==> src/annuity_rate_secant_solver_core_macros.svh <==
// ----------------------------------------------------------------------------
// Annuity rate solver assertion macros
// Shared helpers for concurrent checks on clk_i with async low reset.
// ----------------------------------------------------------------------------
`ifndef ANNUITY_RATE_SECANT_SOLVER_CORE_MACROS_SVH
`define ANNUITY_RATE_SECANT_SOLVER_CORE_MACROS_SVH

// same-cycle implication
`define ARSC_ASSERT_IMPLY(lbl, pre, post, msg) \
  lbl: assert property (@(posedge clk_i) disable iff (!rst_ni) (pre) |-> (post)) \
    else $error(msg);

// next-cycle implication
`define ARSC_ASSERT_NEXT(lbl, pre, post, msg) \
  lbl: assert property (@(posedge clk_i) disable iff (!rst_ni) (pre) |=> (post)) \
    else $error(msg);

`endif

==> src/arsc_pkg.sv <==
// ----------------------------------------------------------------------------
// Annuity rate solver package
// Sequencer states, register indexes and unit status types.
// ----------------------------------------------------------------------------
`timescale 1ns / 1ps

package arsc_pkg;

  localparam int CFG_IDX_W = 1;
  localparam logic [CFG_IDX_W-1:0] CFG_MAX_ITER = 1'd0;
  localparam logic [CFG_IDX_W-1:0] CFG_TOL      = 1'd1;

  localparam logic [7:0]  MAX_ITER_RST = 8'd100;
  localparam logic [31:0] TOL_RST      = 32'd429497;
  localparam logic [8:0]  ITER_START   = 9'd2;

  typedef enum logic [4:0] {
    ST_IDLE,
    ST_RATIO,
    ST_CHK,
    ST_RES_BASE,
    ST_POW_TEST,
    ST_POW_MA,
    ST_POW_SHIFT,
    ST_POW_MB,
    ST_RES_D,
    ST_RES_DIV,
    ST_RES_Q1,
    ST_RES_MUL,
    ST_TOL,
    ST_DEN,
    ST_DEN2,
    ST_SEC_MUL,
    ST_SEC_DIV,
    ST_DONE
  } arsc_state_e;

  typedef enum logic [1:0] {
    RET_R,
    RET_R1,
    RET_R0
  } arsc_ret_e;

  typedef struct packed {
    logic done;
    logic ovf;
  } arsc_mul_stat_t;

  typedef struct packed {
    logic done;
  } arsc_div_stat_t;

endpackage

==> src/arsc_mul.sv <==
// ----------------------------------------------------------------------------
// Annuity rate solver multiplier
// Saturating signed fixed-point multiply, 16-bit digit per cycle.
// ----------------------------------------------------------------------------
`timescale 1ns / 1ps

module arsc_mul #(
  parameter int W    = 48,
  parameter int FRAC = 32
) (
  input  logic                     clk_i,
  input  logic                     rst_ni,
  input  logic                     start_i,
  input  logic [W-1:0]             a_i,
  input  logic [W-1:0]             b_i,
  output logic [W-1:0]             p_o,
  output arsc_pkg::arsc_mul_stat_t stat_o
);
  import arsc_pkg::*;

  localparam int DG  = 16;
  localparam int ND  = (W + DG - 1) / DG;
  localparam int YP  = ND * DG;
  localparam int CW  = $clog2(ND + 1);
  localparam int MQW = 2 * W - FRAC;
  localparam logic [W-1:0] MAXV = {1'b0, {(W-1){1'b1}}};
  localparam logic [W-1:0] MINV = {1'b1, {(W-1){1'b0}}};

  logic          run_q, fin_q, done_q, neg_q, ovf_q;
  logic [CW-1:0] cnt_q;
  logic [W-1:0]  x_q, p_q;
  logic [YP-1:0] y_q;
  logic [2*W-1:0] acc_q;

  logic [2*W-1:0] xe, de, acc_d;
  logic [MQW-1:0] mq;
  logic           hi_any, above;
  logic [W-1:0]   sat_p;
  logic           sat_ovf;

  function automatic logic [W-1:0] mag_f(input logic [W-1:0] v);
    return v[W-1] ? (~v + 1'b1) : v;
  endfunction

  assign xe    = {{W{1'b0}}, x_q};
  assign de    = {{(2*W-DG){1'b0}}, y_q[YP-1 -: DG]};
  assign acc_d = (acc_q << DG) + xe * de;

  assign mq     = acc_q[2*W-1:FRAC];
  assign hi_any = |mq[MQW-1:W-1];
  assign above  = (|mq[MQW-1:W]) | (mq[W-1] & (|mq[W-2:0]));

  always_comb begin
    sat_ovf = 1'b0;
    if (!neg_q) begin
      if (hi_any) begin
        sat_p   = MAXV;
        sat_ovf = 1'b1;
      end else begin
        sat_p = mq[W-1:0];
      end
    end else begin
      if (hi_any) begin
        sat_p   = MINV;
        sat_ovf = above;
      end else begin
        sat_p = ~mq[W-1:0] + 1'b1;
      end
    end
  end

  always_ff @(posedge clk_i or negedge rst_ni) begin
    if (!rst_ni) begin
      run_q  <= 1'b0;
      fin_q  <= 1'b0;
      done_q <= 1'b0;
      cnt_q  <= '0;
    end else begin
      done_q <= 1'b0;
      if (start_i) begin
        cnt_q <= CW'(ND);
        run_q <= 1'b1;
      end else if (run_q) begin
        cnt_q <= cnt_q - 1'b1;
        if (cnt_q == CW'(1)) begin
          run_q <= 1'b0;
          fin_q <= 1'b1;
        end
      end else if (fin_q) begin
        fin_q  <= 1'b0;
        done_q <= 1'b1;
      end
    end
  end

  always_ff @(posedge clk_i) begin
    if (start_i) begin
      x_q   <= mag_f(a_i);
      y_q   <= YP'(mag_f(b_i));
      neg_q <= a_i[W-1] ^ b_i[W-1];
      acc_q <= '0;
    end else if (run_q) begin
      acc_q <= acc_d;
      y_q   <= y_q << DG;
    end else if (fin_q) begin
      p_q   <= sat_p;
      ovf_q <= sat_ovf;
    end
  end

  assign p_o         = p_q;
  assign stat_o.done = done_q;
  assign stat_o.ovf  = ovf_q;

endmodule

==> src/arsc_div.sv <==
// ----------------------------------------------------------------------------
// Annuity rate solver divider
// Restoring divide of (num << FRAC) by den, one bit per cycle, saturating.
// ----------------------------------------------------------------------------
`timescale 1ns / 1ps

module arsc_div #(
  parameter int W    = 48,
  parameter int FRAC = 32,
  parameter int NUMW = 48
) (
  input  logic                     clk_i,
  input  logic                     rst_ni,
  input  logic                     start_i,
  input  logic [NUMW-1:0]          num_i,
  input  logic [NUMW-1:0]          den_i,
  input  logic                     neg_i,
  output logic [W-1:0]             quot_o,
  output arsc_pkg::arsc_div_stat_t stat_o
);
  import arsc_pkg::*;

  localparam int NW = NUMW + FRAC;
  localparam int CW = $clog2(NW + 1);
  localparam logic [W-1:0] MAXV = {1'b0, {(W-1){1'b1}}};
  localparam logic [W-1:0] MINV = {1'b1, {(W-1){1'b0}}};

  logic            run_q, fin_q, done_q, neg_q, big_q;
  logic [CW-1:0]   cnt_q;
  logic [NW-1:0]   n_q;
  logic [NUMW-1:0] den_q, rem_q;
  logic [W-1:0]    q_q, quot_q;

  logic [NUMW:0]   rem2, diff;
  logic            ge, sat;

  assign rem2 = {rem_q, n_q[NW-1]};
  assign ge   = rem2 >= {1'b0, den_q};
  assign diff = rem2 - {1'b0, den_q};
  assign sat  = big_q | q_q[W-1];

  always_ff @(posedge clk_i or negedge rst_ni) begin
    if (!rst_ni) begin
      run_q  <= 1'b0;
      fin_q  <= 1'b0;
      done_q <= 1'b0;
      cnt_q  <= '0;
    end else begin
      done_q <= 1'b0;
      if (start_i) begin
        cnt_q <= CW'(NW);
        run_q <= 1'b1;
      end else if (run_q) begin
        cnt_q <= cnt_q - 1'b1;
        if (cnt_q == CW'(1)) begin
          run_q <= 1'b0;
          fin_q <= 1'b1;
        end
      end else if (fin_q) begin
        fin_q  <= 1'b0;
        done_q <= 1'b1;
      end
    end
  end

  always_ff @(posedge clk_i) begin
    if (start_i) begin
      n_q   <= {num_i, {FRAC{1'b0}}};
      den_q <= den_i;
      neg_q <= neg_i;
      rem_q <= '0;
      q_q   <= '0;
      big_q <= 1'b0;
    end else if (run_q) begin
      n_q   <= n_q << 1;
      rem_q <= ge ? diff[NUMW-1:0] : rem2[NUMW-1:0];
      q_q   <= {q_q[W-2:0], ge};
      big_q <= big_q | q_q[W-1];
    end else if (fin_q) begin
      if (neg_q) begin
        quot_q <= sat ? MINV : (~q_q + 1'b1);
      end else begin
        quot_q <= sat ? MAXV : q_q;
      end
    end
  end

  assign quot_o      = quot_q;
  assign stat_o.done = done_q;

endmodule

==> src/annuity_rate_secant_solver_core.sv <==
// ----------------------------------------------------------------------------
// Annuity rate secant solver core
// Solves PMT/PV = r*(1 + 1/((1+r)^n - 1)) for r in signed fixed point.
// ----------------------------------------------------------------------------
// Input items arrive on s_axis (payment, present value, periods); one result
// item (rate, found, iterations used) leaves on m_axis per input item.
// Registers max_iterations and tolerance are written through cfg_*.
// One item is in work at a time; s_axis_tready is high only while idle.
// Per item: one ratio divide, then per secant iteration three residual
// evaluations and one multiply plus divide. A residual costs about
// 2*bits(n) multiplies and one divide. The work is done on the shared
// divider and multiplier.
// The finished result sits in an output register; the core goes back to
// idle and takes the next item while the receiver stalls, and only waits
// before writing a second result over an untaken one.
// Reset clears the sequencer and output valid and loads register defaults.
// ----------------------------------------------------------------------------
`timescale 1ns / 1ps
`include "annuity_rate_secant_solver_core_macros.svh"

module annuity_rate_secant_solver_core #(
  parameter  int PERIOD_BITS = 10,
  parameter  int FRAC_BITS   = 32,
  parameter  int INT_BITS    = 16,
  localparam int W           = INT_BITS + FRAC_BITS,
  localparam int IN_W        = 64 + PERIOD_BITS,
  localparam int IN_TW       = ((IN_W + 7) / 8) * 8,
  localparam int OUT_W       = W + 10,
  localparam int OUT_TW      = ((OUT_W + 7) / 8) * 8
) (
  input  logic                           clk_i,
  input  logic                           rst_ni,
  input  logic                           s_axis_tvalid,
  output logic                           s_axis_tready,
  // payment[31:0], present_value[63:32], periods[64+:PERIOD_BITS]
  input  logic [IN_TW-1:0]               s_axis_tdata,
  output logic                           m_axis_tvalid,
  input  logic                           m_axis_tready,
  // rate[W-1:0], found[W], iterations_used[W+9:W+1]
  output logic [OUT_TW-1:0]              m_axis_tdata,
  input  logic                           cfg_we_i,
  input  logic [arsc_pkg::CFG_IDX_W-1:0] cfg_idx_i,
  input  logic [31:0]                    cfg_data_i
);
  import arsc_pkg::*;

  localparam int NUMW   = (W > 32) ? W : 32;
  localparam int TOLW   = (FRAC_BITS > 32) ? FRAC_BITS : 32;
  localparam int TOL_SL = (FRAC_BITS > 32) ? FRAC_BITS - 32 : 0;
  localparam int TOL_SR = (FRAC_BITS < 32) ? 32 - FRAC_BITS : 0;
  localparam int CMPW   = (W > TOLW) ? W : TOLW;
  localparam logic [W-1:0] ONE_C = W'(64'd1 << FRAC_BITS);
  localparam logic [W-1:0] R0_C  = W'(((64'd1 << FRAC_BITS) + 64'd5000) / 64'd10000);
  localparam logic [W-1:0] MAXV  = {1'b0, {(W-1){1'b1}}};
  localparam logic [W-1:0] MINV  = {1'b1, {(W-1){1'b0}}};

  arsc_state_e state_q, state_d;
  arsc_ret_e   ret_q;

  logic [7:0]  max_iter_q;
  logic [31:0] tol_cfg_q;

  logic [PERIOD_BITS-1:0] n_q, nb_q;
  logic [8:0]  iter_q;
  logic [W-1:0] ratio_q, r_q, r0_q, r1_q, x_q, b_q, acc_q, qv_q;
  logic [W-1:0] fr_q, f1_q, f0_q, den_q;
  logic        sat_q, found_q;

  logic        out_valid_q, out_found_q;
  logic [W-1:0] out_rate_q;
  logic [8:0]  out_iter_q;

  logic        in_fire, out_free;
  logic [31:0] in_pmt, in_pv;
  logic [PERIOD_BITS-1:0] in_n;

  logic [W-1:0] add_a, add_b, add_y;
  logic         add_sub;
  logic [W:0]   add_s;

  logic           mul_start;
  logic [W-1:0]   mul_a, mul_b, mul_p;
  arsc_mul_stat_t mul_stat;

  logic            div_start, div_neg;
  logic [NUMW-1:0] div_num, div_den;
  logic [W-1:0]    div_q;
  arsc_div_stat_t  div_stat;

  logic [TOLW-1:0] tol;
  logic            tol_ok;

  function automatic logic [W-1:0] mag_f(input logic [W-1:0] v);
    return v[W-1] ? (~v + 1'b1) : v;
  endfunction

  assign in_pmt  = s_axis_tdata[31:0];
  assign in_pv   = s_axis_tdata[63:32];
  assign in_n    = s_axis_tdata[64 +: PERIOD_BITS];
  assign in_fire = s_axis_tvalid && s_axis_tready;
  assign s_axis_tready = (state_q == ST_IDLE);
  assign out_free = !out_valid_q || m_axis_tready;

  assign tol    = (TOLW'(tol_cfg_q) << TOL_SL) >> TOL_SR;
  assign tol_ok = CMPW'(mag_f(fr_q)) <= CMPW'(tol);

  // shared saturating adder
  assign add_s = add_sub ? ({add_a[W-1], add_a} - {add_b[W-1], add_b})
                         : ({add_a[W-1], add_a} + {add_b[W-1], add_b});
  assign add_y = (add_s[W] != add_s[W-1]) ? (add_s[W] ? MINV : MAXV) : add_s[W-1:0];

  arsc_mul #(.W(W), .FRAC(FRAC_BITS)) u_mul (
    .clk_i   (clk_i),
    .rst_ni  (rst_ni),
    .start_i (mul_start),
    .a_i     (mul_a),
    .b_i     (mul_b),
    .p_o     (mul_p),
    .stat_o  (mul_stat)
  );

  arsc_div #(.W(W), .FRAC(FRAC_BITS), .NUMW(NUMW)) u_div (
    .clk_i   (clk_i),
    .rst_ni  (rst_ni),
    .start_i (div_start),
    .num_i   (div_num),
    .den_i   (div_den),
    .neg_i   (div_neg),
    .quot_o  (div_q),
    .stat_o  (div_stat)
  );

  always_comb begin
    state_d = state_q;
    case (state_q)
      ST_IDLE:      if (in_fire) state_d = (in_pv == '0) ? ST_DONE : ST_RATIO;
      ST_RATIO:     if (div_stat.done) state_d = ST_CHK;
      ST_CHK:       state_d = (iter_q > {1'b0, max_iter_q}) ? ST_DONE : ST_RES_BASE;
      ST_RES_BASE:  state_d = ST_POW_TEST;
      ST_POW_TEST: begin
        if (nb_q == '0) state_d = ST_RES_D;
        else if (nb_q[0]) state_d = ST_POW_MA;
        else state_d = ST_POW_SHIFT;
      end
      ST_POW_MA:    if (mul_stat.done) state_d = ST_POW_SHIFT;
      ST_POW_SHIFT: state_d = ((nb_q >> 1) != '0) ? ST_POW_MB : ST_RES_D;
      ST_POW_MB:    if (mul_stat.done) state_d = ST_POW_TEST;
      ST_RES_D:     state_d = (sat_q || add_y == '0) ? ST_RES_Q1 : ST_RES_DIV;
      ST_RES_DIV:   if (div_stat.done) state_d = ST_RES_Q1;
      ST_RES_Q1:    state_d = ST_RES_MUL;
      ST_RES_MUL: begin
        if (mul_stat.done) begin
          case (ret_q)
            RET_R:   state_d = ST_TOL;
            RET_R1:  state_d = ST_RES_BASE;
            default: state_d = ST_DEN;
          endcase
        end
      end
      ST_TOL:       state_d = tol_ok ? ST_DONE : ST_RES_BASE;
      ST_DEN:       state_d = ST_DEN2;
      ST_DEN2:      state_d = (den_q == '0) ? ST_DONE : ST_SEC_MUL;
      ST_SEC_MUL:   if (mul_stat.done) state_d = ST_SEC_DIV;
      ST_SEC_DIV:   if (div_stat.done) state_d = ST_CHK;
      ST_DONE:      if (out_free) state_d = ST_IDLE;
      default:      state_d = ST_IDLE;
    endcase
  end

  always_comb begin
    add_a     = ONE_C;
    add_b     = '0;
    add_sub   = 1'b0;
    mul_start = 1'b0;
    mul_a     = acc_q;
    mul_b     = b_q;
    div_start = 1'b0;
    div_num   = NUMW'(in_pmt);
    div_den   = NUMW'(in_pv);
    div_neg   = 1'b0;
    case (state_q)
      ST_IDLE: begin
        div_start = in_fire && (in_pv != '0);
      end
      ST_RES_BASE: begin
        add_b = x_q;
      end
      ST_POW_TEST: begin
        mul_start = (nb_q != '0) && nb_q[0];
      end
      ST_POW_SHIFT: begin
        mul_start = (nb_q >> 1) != '0;
        mul_a     = b_q;
      end
      ST_RES_D: begin
        add_a     = acc_q;
        add_b     = ONE_C;
        add_sub   = 1'b1;
        div_start = !sat_q && (add_y != '0);
        div_num   = NUMW'(ONE_C);
        div_den   = NUMW'(mag_f(add_y));
        div_neg   = add_y[W-1];
      end
      ST_RES_Q1: begin
        add_b     = qv_q;
        mul_start = 1'b1;
        mul_a     = x_q;
        mul_b     = add_y;
      end
      ST_RES_MUL: begin
        add_a   = ratio_q;
        add_b   = mul_p;
        add_sub = 1'b1;
      end
      ST_DEN: begin
        add_a   = f1_q;
        add_b   = f0_q;
        add_sub = 1'b1;
      end
      ST_DEN2: begin
        add_a     = r1_q;
        add_b     = r0_q;
        add_sub   = 1'b1;
        mul_start = den_q != '0;
        mul_a     = f1_q;
        mul_b     = add_y;
      end
      ST_SEC_MUL: begin
        div_start = mul_stat.done;
        div_num   = NUMW'(mag_f(mul_p));
        div_den   = NUMW'(mag_f(den_q));
        div_neg   = mul_p[W-1] ^ den_q[W-1];
      end
      ST_SEC_DIV: begin
        add_a   = r1_q;
        add_b   = div_q;
        add_sub = 1'b1;
      end
      default: begin
      end
    endcase
  end

  always_ff @(posedge clk_i or negedge rst_ni) begin
    if (!rst_ni) begin
      state_q    <= ST_IDLE;
      max_iter_q <= MAX_ITER_RST;
      tol_cfg_q  <= TOL_RST;
    end else begin
      state_q <= state_d;
      if (cfg_we_i) begin
        case (cfg_idx_i)
          CFG_MAX_ITER: max_iter_q <= cfg_data_i[7:0];
          CFG_TOL:      tol_cfg_q  <= cfg_data_i;
          default: begin
          end
        endcase
      end
    end
  end

  always_ff @(posedge clk_i) begin
    case (state_q)
      ST_IDLE: begin
        n_q     <= in_n;
        iter_q  <= ITER_START;
        found_q <= 1'b0;
      end
      ST_RATIO: begin
        ratio_q <= div_q;
        r0_q    <= R0_C;
        r1_q    <= ONE_C;
        r_q     <= R0_C;
      end
      ST_CHK: begin
        x_q   <= r_q;
        ret_q <= RET_R;
      end
      ST_RES_BASE: begin
        b_q   <= add_y;
        acc_q <= ONE_C;
        nb_q  <= n_q;
        sat_q <= 1'b0;
      end
      ST_POW_MA: begin
        if (mul_stat.done) begin
          acc_q <= mul_p;
          sat_q <= sat_q | mul_stat.ovf;
        end
      end
      ST_POW_SHIFT: nb_q <= nb_q >> 1;
      ST_POW_MB: begin
        if (mul_stat.done) begin
          b_q   <= mul_p;
          sat_q <= sat_q | mul_stat.ovf;
        end
      end
      ST_RES_D: begin
        if (sat_q) qv_q <= '0;
        else if (add_y == '0) qv_q <= MAXV;
      end
      ST_RES_DIV: if (div_stat.done) qv_q <= div_q;
      ST_RES_MUL: begin
        if (mul_stat.done) begin
          case (ret_q)
            RET_R:  fr_q <= add_y;
            RET_R1: begin
              f1_q  <= add_y;
              x_q   <= r0_q;
              ret_q <= RET_R0;
            end
            default: f0_q <= add_y;
          endcase
        end
      end
      ST_TOL: begin
        found_q <= tol_ok;
        x_q     <= r1_q;
        ret_q   <= RET_R1;
      end
      ST_DEN: den_q <= add_y;
      ST_SEC_DIV: begin
        if (div_stat.done) begin
          r_q    <= add_y;
          r0_q   <= r1_q;
          r1_q   <= add_y;
          iter_q <= iter_q + 1'b1;
        end
      end
      default: begin
      end
    endcase
  end

  always_ff @(posedge clk_i or negedge rst_ni) begin
    if (!rst_ni) begin
      out_valid_q <= 1'b0;
    end else if (state_q == ST_DONE && out_free) begin
      out_valid_q <= 1'b1;
    end else if (m_axis_tready) begin
      out_valid_q <= 1'b0;
    end
  end

  always_ff @(posedge clk_i) begin
    if (state_q == ST_DONE && out_free) begin
      out_rate_q  <= found_q ? r_q : '0;
      out_found_q <= found_q;
      out_iter_q  <= iter_q;
    end
  end

  assign m_axis_tvalid = out_valid_q;
  assign m_axis_tdata  = OUT_TW'({out_iter_q, out_found_q, out_rate_q});

  `ARSC_ASSERT_IMPLY(a_rate_zero, m_axis_tvalid && !out_found_q, out_rate_q == '0,
    "rate not zero on a not-found result")
  `ARSC_ASSERT_IMPLY(a_iter_min, m_axis_tvalid, out_iter_q >= ITER_START,
    "iteration count below start value")
  `ARSC_ASSERT_IMPLY(a_div_owner, div_stat.done,
    state_q == ST_RATIO || state_q == ST_RES_DIV || state_q == ST_SEC_DIV,
    "divider finished with no consumer waiting")
  `ARSC_ASSERT_IMPLY(a_mul_owner, mul_stat.done,
    state_q == ST_POW_MA || state_q == ST_POW_MB || state_q == ST_RES_MUL ||
    state_q == ST_SEC_MUL, "multiplier finished with no consumer waiting")
  `ARSC_ASSERT_NEXT(a_iter_step, state_q == ST_SEC_DIV && div_stat.done,
    iter_q == $past(iter_q) + 9'd1, "iteration counter did not advance")

endmodule

==> config.mk <==
export PLATFORM = sky130hd
export DESIGN_NAME = annuity_rate_secant_solver_core
export DESIGN_NICKNAME = d
export VERILOG_FILES = /design/src/arsc_pkg.sv /design/src/arsc_mul.sv /design/src/arsc_div.sv /design/src/annuity_rate_secant_solver_core.sv
export VERILOG_INCLUDE_DIRS = /design/src /design/src/src
export SDC_FILE = /design/constraint.sdc
export NUM_CORES = 2
export LEC_CHECK = 0
export ABC_CLOCK_PERIOD_IN_PS = 19800
export BUFFER_PORTS_ARGS = -buffer_cell sky130_fd_sc_hd__buf_2
export CORE_ASPECT_RATIO = 1.25
export CORE_MARGIN = 2
export CORE_UTILIZATION = 60
export DETAILED_ROUTE_END_ITERATION = 10
export GPL_TIMING_DRIVEN = 0
export MAX_ROUTING_LAYER = met4
export PLACE_DENSITY_LB_ADDON = 0.2
export SLEW_MARGIN = 20
export SYNTH_ARGS = -nofsm -noshare
export SYNTH_HDL_FRONTEND = slang
export SYNTH_HIERARCHICAL = 1
export SYNTH_SLANG_ARGS = --single-unit
==> constraint.sdc <==
create_clock -name clk_i -period 19.8 [get_ports clk_i]
set_input_delay 2.97 -clock clk_i [delete_from_list [all_inputs] [get_ports clk_i]]
set_output_delay 2.97 -clock clk_i [all_outputs]
set_load 0.01 [all_outputs]
==> report_table.html <==
<table>
<tr><th>Metric</th><th>Value</th></tr>
<tr><th colspan="2">Run status</th></tr>
<tr><td>Status</td><td>complete, but fails checks</td></tr>
<tr><td>Violations in the final reports</td><td>DRC</td></tr>
<tr><th colspan="2">STA</th></tr>
<tr><td>Sum of negative setup slack</td><td>0 ps</td></tr>
<tr><td>Clock period minus worst slack</td><td>18160 ps</td></tr>
<tr><td>Worst slew pin tran</td><td>roughly 1400 ps</td></tr>
<tr><td>Portion of the clock cycle consumed by the worst path in the final layout</td><td>91.7%</td></tr>
<tr><td>Worst-case clock skew</td><td>83.2 ps</td></tr>
<tr><td>Number of failing hold endpoints at the final stage</td><td>0</td></tr>
<tr><td>Final Slew Violations</td><td>0</td></tr>
<tr><td>PnR worst setup slack</td><td>1640 ps</td></tr>
<tr><td>Unrepaired setup endpoints after global routing</td><td>no</td></tr>
<tr><td>Maximum operating frequency</td><td>0.0551 GHz</td></tr>
<tr><td>Setup violation total in the final timing report</td><td>0</td></tr>
<tr><td>Remaining max-slew budget at the tightest pin</td><td>5.81%</td></tr>
<tr><th colspan="2">CTS</th></tr>
<tr><td>Post-CTS clock slew at the launch and capture registers of the worst setup and hold paths</td><td>60 ps</td></tr>
<tr><td>Skew-Pair Late Insertion Delay</td><td>890 ps</td></tr>
<tr><td>Post CTS Setup Buffer Count</td><td>0</td></tr>
<tr><td>Master cell of the clock root buffer</td><td>clkbuf_16</td></tr>
<tr><td>Hold-fix buffers, CTS</td><td>0</td></tr>
<tr><td>Total clock sinks</td><td>1176</td></tr>
<tr><td>TritonCTS buffer count</td><td>approximately 120</td></tr>
<tr><td>Max H-tree Level</td><td>3</td></tr>
<tr><td>TritonCTS clock tree</td><td>yes</td></tr>
<tr><td>Number of gates given a new drive strength after cts</td><td>0</td></tr>
<tr><td>Max Root-Sink Buffers</td><td>3</td></tr>
<tr><th colspan="2">Die</th></tr>
<tr><td>Floorplan die height</td><td>443 um</td></tr>
<tr><td>Row Count</td><td>161</td></tr>
<tr><td>CORE AREA</td><td>154000 um^2</td></tr>
<tr><td>Total Die Area</td><td>157000 um^2</td></tr>
<tr><td>Io pins</td><td>184</td></tr>
<tr><td>Initial Util</td><td>60.2%</td></tr>
<tr><td>Die X-Extent</td><td>between 300 and 400 um</td></tr>
<tr><th colspan="2">Setup path</th></tr>
<tr><td>Crit path DAT</td><td>18810 ps</td></tr>
<tr><td>Most repeated library cell on the critical path</td><td>clkbuf_1</td></tr>
<tr><td>Crit path max-delay cell type</td><td>xnor2_1</td></tr>
<tr><td>Required time worst endpoint</td><td>20440 ps</td></tr>
<tr><td>Max stage delay on crit path</td><td>970 ps</td></tr>
<tr><td>CP Launch Type</td><td>flop</td></tr>
<tr><td>Buffers and inverters on the worst path</td><td>23</td></tr>
<tr><td>CP Class</td><td>flop to flop</td></tr>
<tr><td>Top Family by Delay on Critical Path</td><td>buffers and inverters</td></tr>
<tr><td>CP endpoint kind</td><td>flop</td></tr>
<tr><td>Crit-path max FO</td><td>15</td></tr>
<tr><th colspan="2">Logic synthesis</th></tr>
<tr><td>Sequential cell area fraction in the yosys report</td><td>35.8%</td></tr>
<tr><td>Mapped Area</td><td>between 90000 and 100000 um^2</td></tr>
<tr><td>Synth unique cells</td><td>118</td></tr>
<tr><td>Async set-or-reset flop fraction in the synthesized netlist</td><td>5.19%</td></tr>
<tr><td>Post-Syn Area per Cell</td><td>about 9.5 um^2</td></tr>
<tr><td>Primary flip-flop cell chosen by synthesis mapping</td><td>edfxtp_1</td></tr>
<tr><td>Warnings from Yosys</td><td>6</td></tr>
<tr><td>Number of synthesized flops with an enable pin</td><td>between 900 and 1000</td></tr>
<tr><td>Synthesized netlist cell count</td><td>9741</td></tr>
<tr><td>#FFs+latches synth</td><td>1176</td></tr>
<tr><th colspan="2">Global route</th></tr>
<tr><td>First-pass GRT wire length</td><td>619000 um</td></tr>
<tr><td>Pin count of the biggest net entering global routing</td><td>53</td></tr>
<tr><td>Congestion Overflow GR</td><td>0</td></tr>
<tr><td>Vias in the first global route</td><td>84300</td></tr>
<tr><td>Initial antenna violation count</td><td>58</td></tr>
<tr><td>Global-route usage over all layers</td><td>57.8%</td></tr>
<tr><th colspan="2">Drt</th></tr>
<tr><td>Wirelength per Cell</td><td>around 36 um</td></tr>
<tr><td>Routed wire length</td><td>between 400000 and 500000 um</td></tr>
<tr><td>Mean number of vias per cell</td><td>6.99</td></tr>
<tr><td>DRC viols</td><td>5</td></tr>
<tr><td>Via Count</td><td>86100</td></tr>
<tr><td>Number of routed nets with antenna violations</td><td>0</td></tr>
<tr><td>Number of DRC markers after the initial detailed-route iteration</td><td>14700</td></tr>
<tr><td>First-pass detailed-route iteration total</td><td>11</td></tr>
<tr><th colspan="2">Placed design</th></tr>
<tr><td>GP Congestion</td><td>1.21</td></tr>
<tr><td>Post-place setup slack</td><td>2640 ps</td></tr>
<tr><td>IO Port Bufs</td><td>171</td></tr>
<tr><td>Detail Placement HPWL</td><td>347000 um</td></tr>
<tr><th colspan="2">Hold path</th></tr>
<tr><td>Min-delay worst type</td><td>flop to flop</td></tr>
<tr><th colspan="2">Finish</th></tr>
<tr><td>Area growth, synth to finish</td><td>9.76%</td></tr>
<tr><td>Total area of multi-input combinational cells</td><td>52900 um^2</td></tr>
<tr><td>Count of fill cells added during filler insertion</td><td>between 10000 and 15000</td></tr>
<tr><td>Layout Nets</td><td>11200</td></tr>
<tr><td>Fraction of layout cells with a size suffix above 1</td><td>8.16%</td></tr>
<tr><td>Final core utilization</td><td>~66%</td></tr>
<tr><td>Sequential cell area</td><td>~33000 um^2</td></tr>
<tr><th colspan="2">Run</th></tr>
<tr><td>Maxcap violations</td><td>0</td></tr>
</table>
-- cell usage after synthesis (49+ instances only) --
cell type  count  area [um^2]
a22oi_1       71          533
mux2_2       125         1410
o21ai_0      417         2090
ha_1         303         3790
nor3_1       114          571
xnor2_1      262         2290
o31ai_1      100          751
inv_1       1138         4270
nand2_1     1286         4830
edfxtp_1     922        27700
a21o_1        81          608
nor2_1       684         2570
a221o_1       69          691
nand3_1      165          826
and3_1       167         1040
or3_1         95          594
xor2_1       223         1950
clkbuf_1     472         1770
dfxtp_1      193         3860
fa_1         692        13900
a31oi_1       54          338
a21oi_1      401         2010
a22o_1        63          552
and2_1       336         2100
mux2i_1      123         1230
a211oi_1      63          473
nor4_1        63          394
buf_1         49          184
nand4_1      107          669
o21a_1        77          578
-- cell usage in the layout (no fill, tap or decap), types with 47 or more instances in the layout --
cell type,count
a221o_1,69
or3_1,94
ha_1,303
dfxtp_1,193
and3_1,163
mux2i_1,123
nand2_1,1285
o21a_1,77
buf_2,207
nand3_1,165
inv_1,1136
nor2_1,667
diode_2,68
a22o_1,63
o21ai_0,415
fa_1,692
xor2_1,223
a222oi_1,47
clkbuf_1,455
o31ai_1,99
nor3_1,110
clkbuf_16,123
dfrtp_1,47
nor4_1,60
nand4_1,107
and2_1,334
a31oi_1,53
xnor2_1,261
a21o_1,81
a22oi_1,71
a211oi_1,63
edfxtp_1,922
a21oi_1,396
mux2_2,125
-- sequential cells by signal, summed over array words and instances, names as in the netlist, 47 cells and up --
register and count:
acc_q 48, b_q 48, den_q 48, f0_q 48
f1_q 48, fr_q 48, out_rate_q 48, qv_q 48
r0_q 48, r1_q 47, ratio_q 48, u_div/den_q 48
u_div/n_q 48, u_div/q_q 48, u_div/quot_o 48, u_div/rem_q 48
u_mul/acc_q 96, u_mul/p_o 48, u_mul/x_q 48, u_mul/y_q 48
x_q 48
-- layer usage --
| layer | vias up | track usage [%] | share of wire (%) |
|---|---|---|---|
| met4 | 0 | 61.7 | 15 |
| met2 | 7750 | 82.5 | 42 |
| li1 | 34300 | - | - |
| met5 | - | - | 0 |
| met1 | 41100 | 58.4 | 29 |
| met3 | 2958 | 21.5 | 13 |
-- cell type report --
cell class	count	area share [%]
multi-input combinational	6838	52.1
clock buffer	147	3.15
buffer	592	2.45
tap	2037	2.51
antenna	68	0.168
sequential	1176	32.6
clock inverter	83	1.07
timing repair buffer	228	1.67
inverter	1140	4.22
-- worst paths after layout --
path                                               from  slack (ps)  cells after the start                      endpoint
setup / recovery                 state_q[4]$_DFFE_PN0P_        1640                     50    u_div/cnt_q[5]$_DFFE_PN0P_
hold / removal             u_div/rem_q[46]$_SDFFE_PP0P_         480                      2  u_div/rem_q[46]$_SDFFE_PP0P_
setup reg to reg                 state_q[4]$_DFFE_PN0P_        1640                     50    u_div/cnt_q[5]$_DFFE_PN0P_
hold reg to reg            u_div/rem_q[46]$_SDFFE_PP0P_         480                      2  u_div/rem_q[46]$_SDFFE_PP0P_
max in group asynchronous                        rst_ni       17120                      2            tol[3]$_DFFE_PN1P_
min in group asynchronous                        rst_ni        2050                      1     m_axis_tvalid$_DFFE_PN0P_
-- worst min-delay path: stages, from the launching register on --
cell and delay, ps:
dfxtp_1 320, nand2_1 60, a32oi_1 50
-- cells by family (layout without fill, tap and decap cells) --
family	after synthesis	count (layout)	share of synthesized area, %
adders and majority gates	995	995	19.1
buffers and inverters	1732	2190	7.26
AOI/OAI and AO/OA	1793	1793	13.2
and+or+nand+nor	3309	3309	17.2
xor gates and xnor gates	485	485	4.60
DFF	1176	1176	35.8
other	1	74	0.00406
muxes	250	250	2.88
-- through the flow --
| step | std cells | instance area (um^2) | hold slack, ps |
|---|---|---|---|
| detailed placement | 12000 | 96900 | 468 |
| global route | 12300 | 101000 | 510 |
| floorplan | 9746 | 92400 | 438 |
| global placement | 12000 | 95800 | 451 |
| CTS | 12200 | 101000 | 478 |
| finish | 12300 | 101000 | 478 |
Power is left out: the tool's default activity adds up to more than one toggle a clock period on the data nets, which glitch-free logic cannot reach.
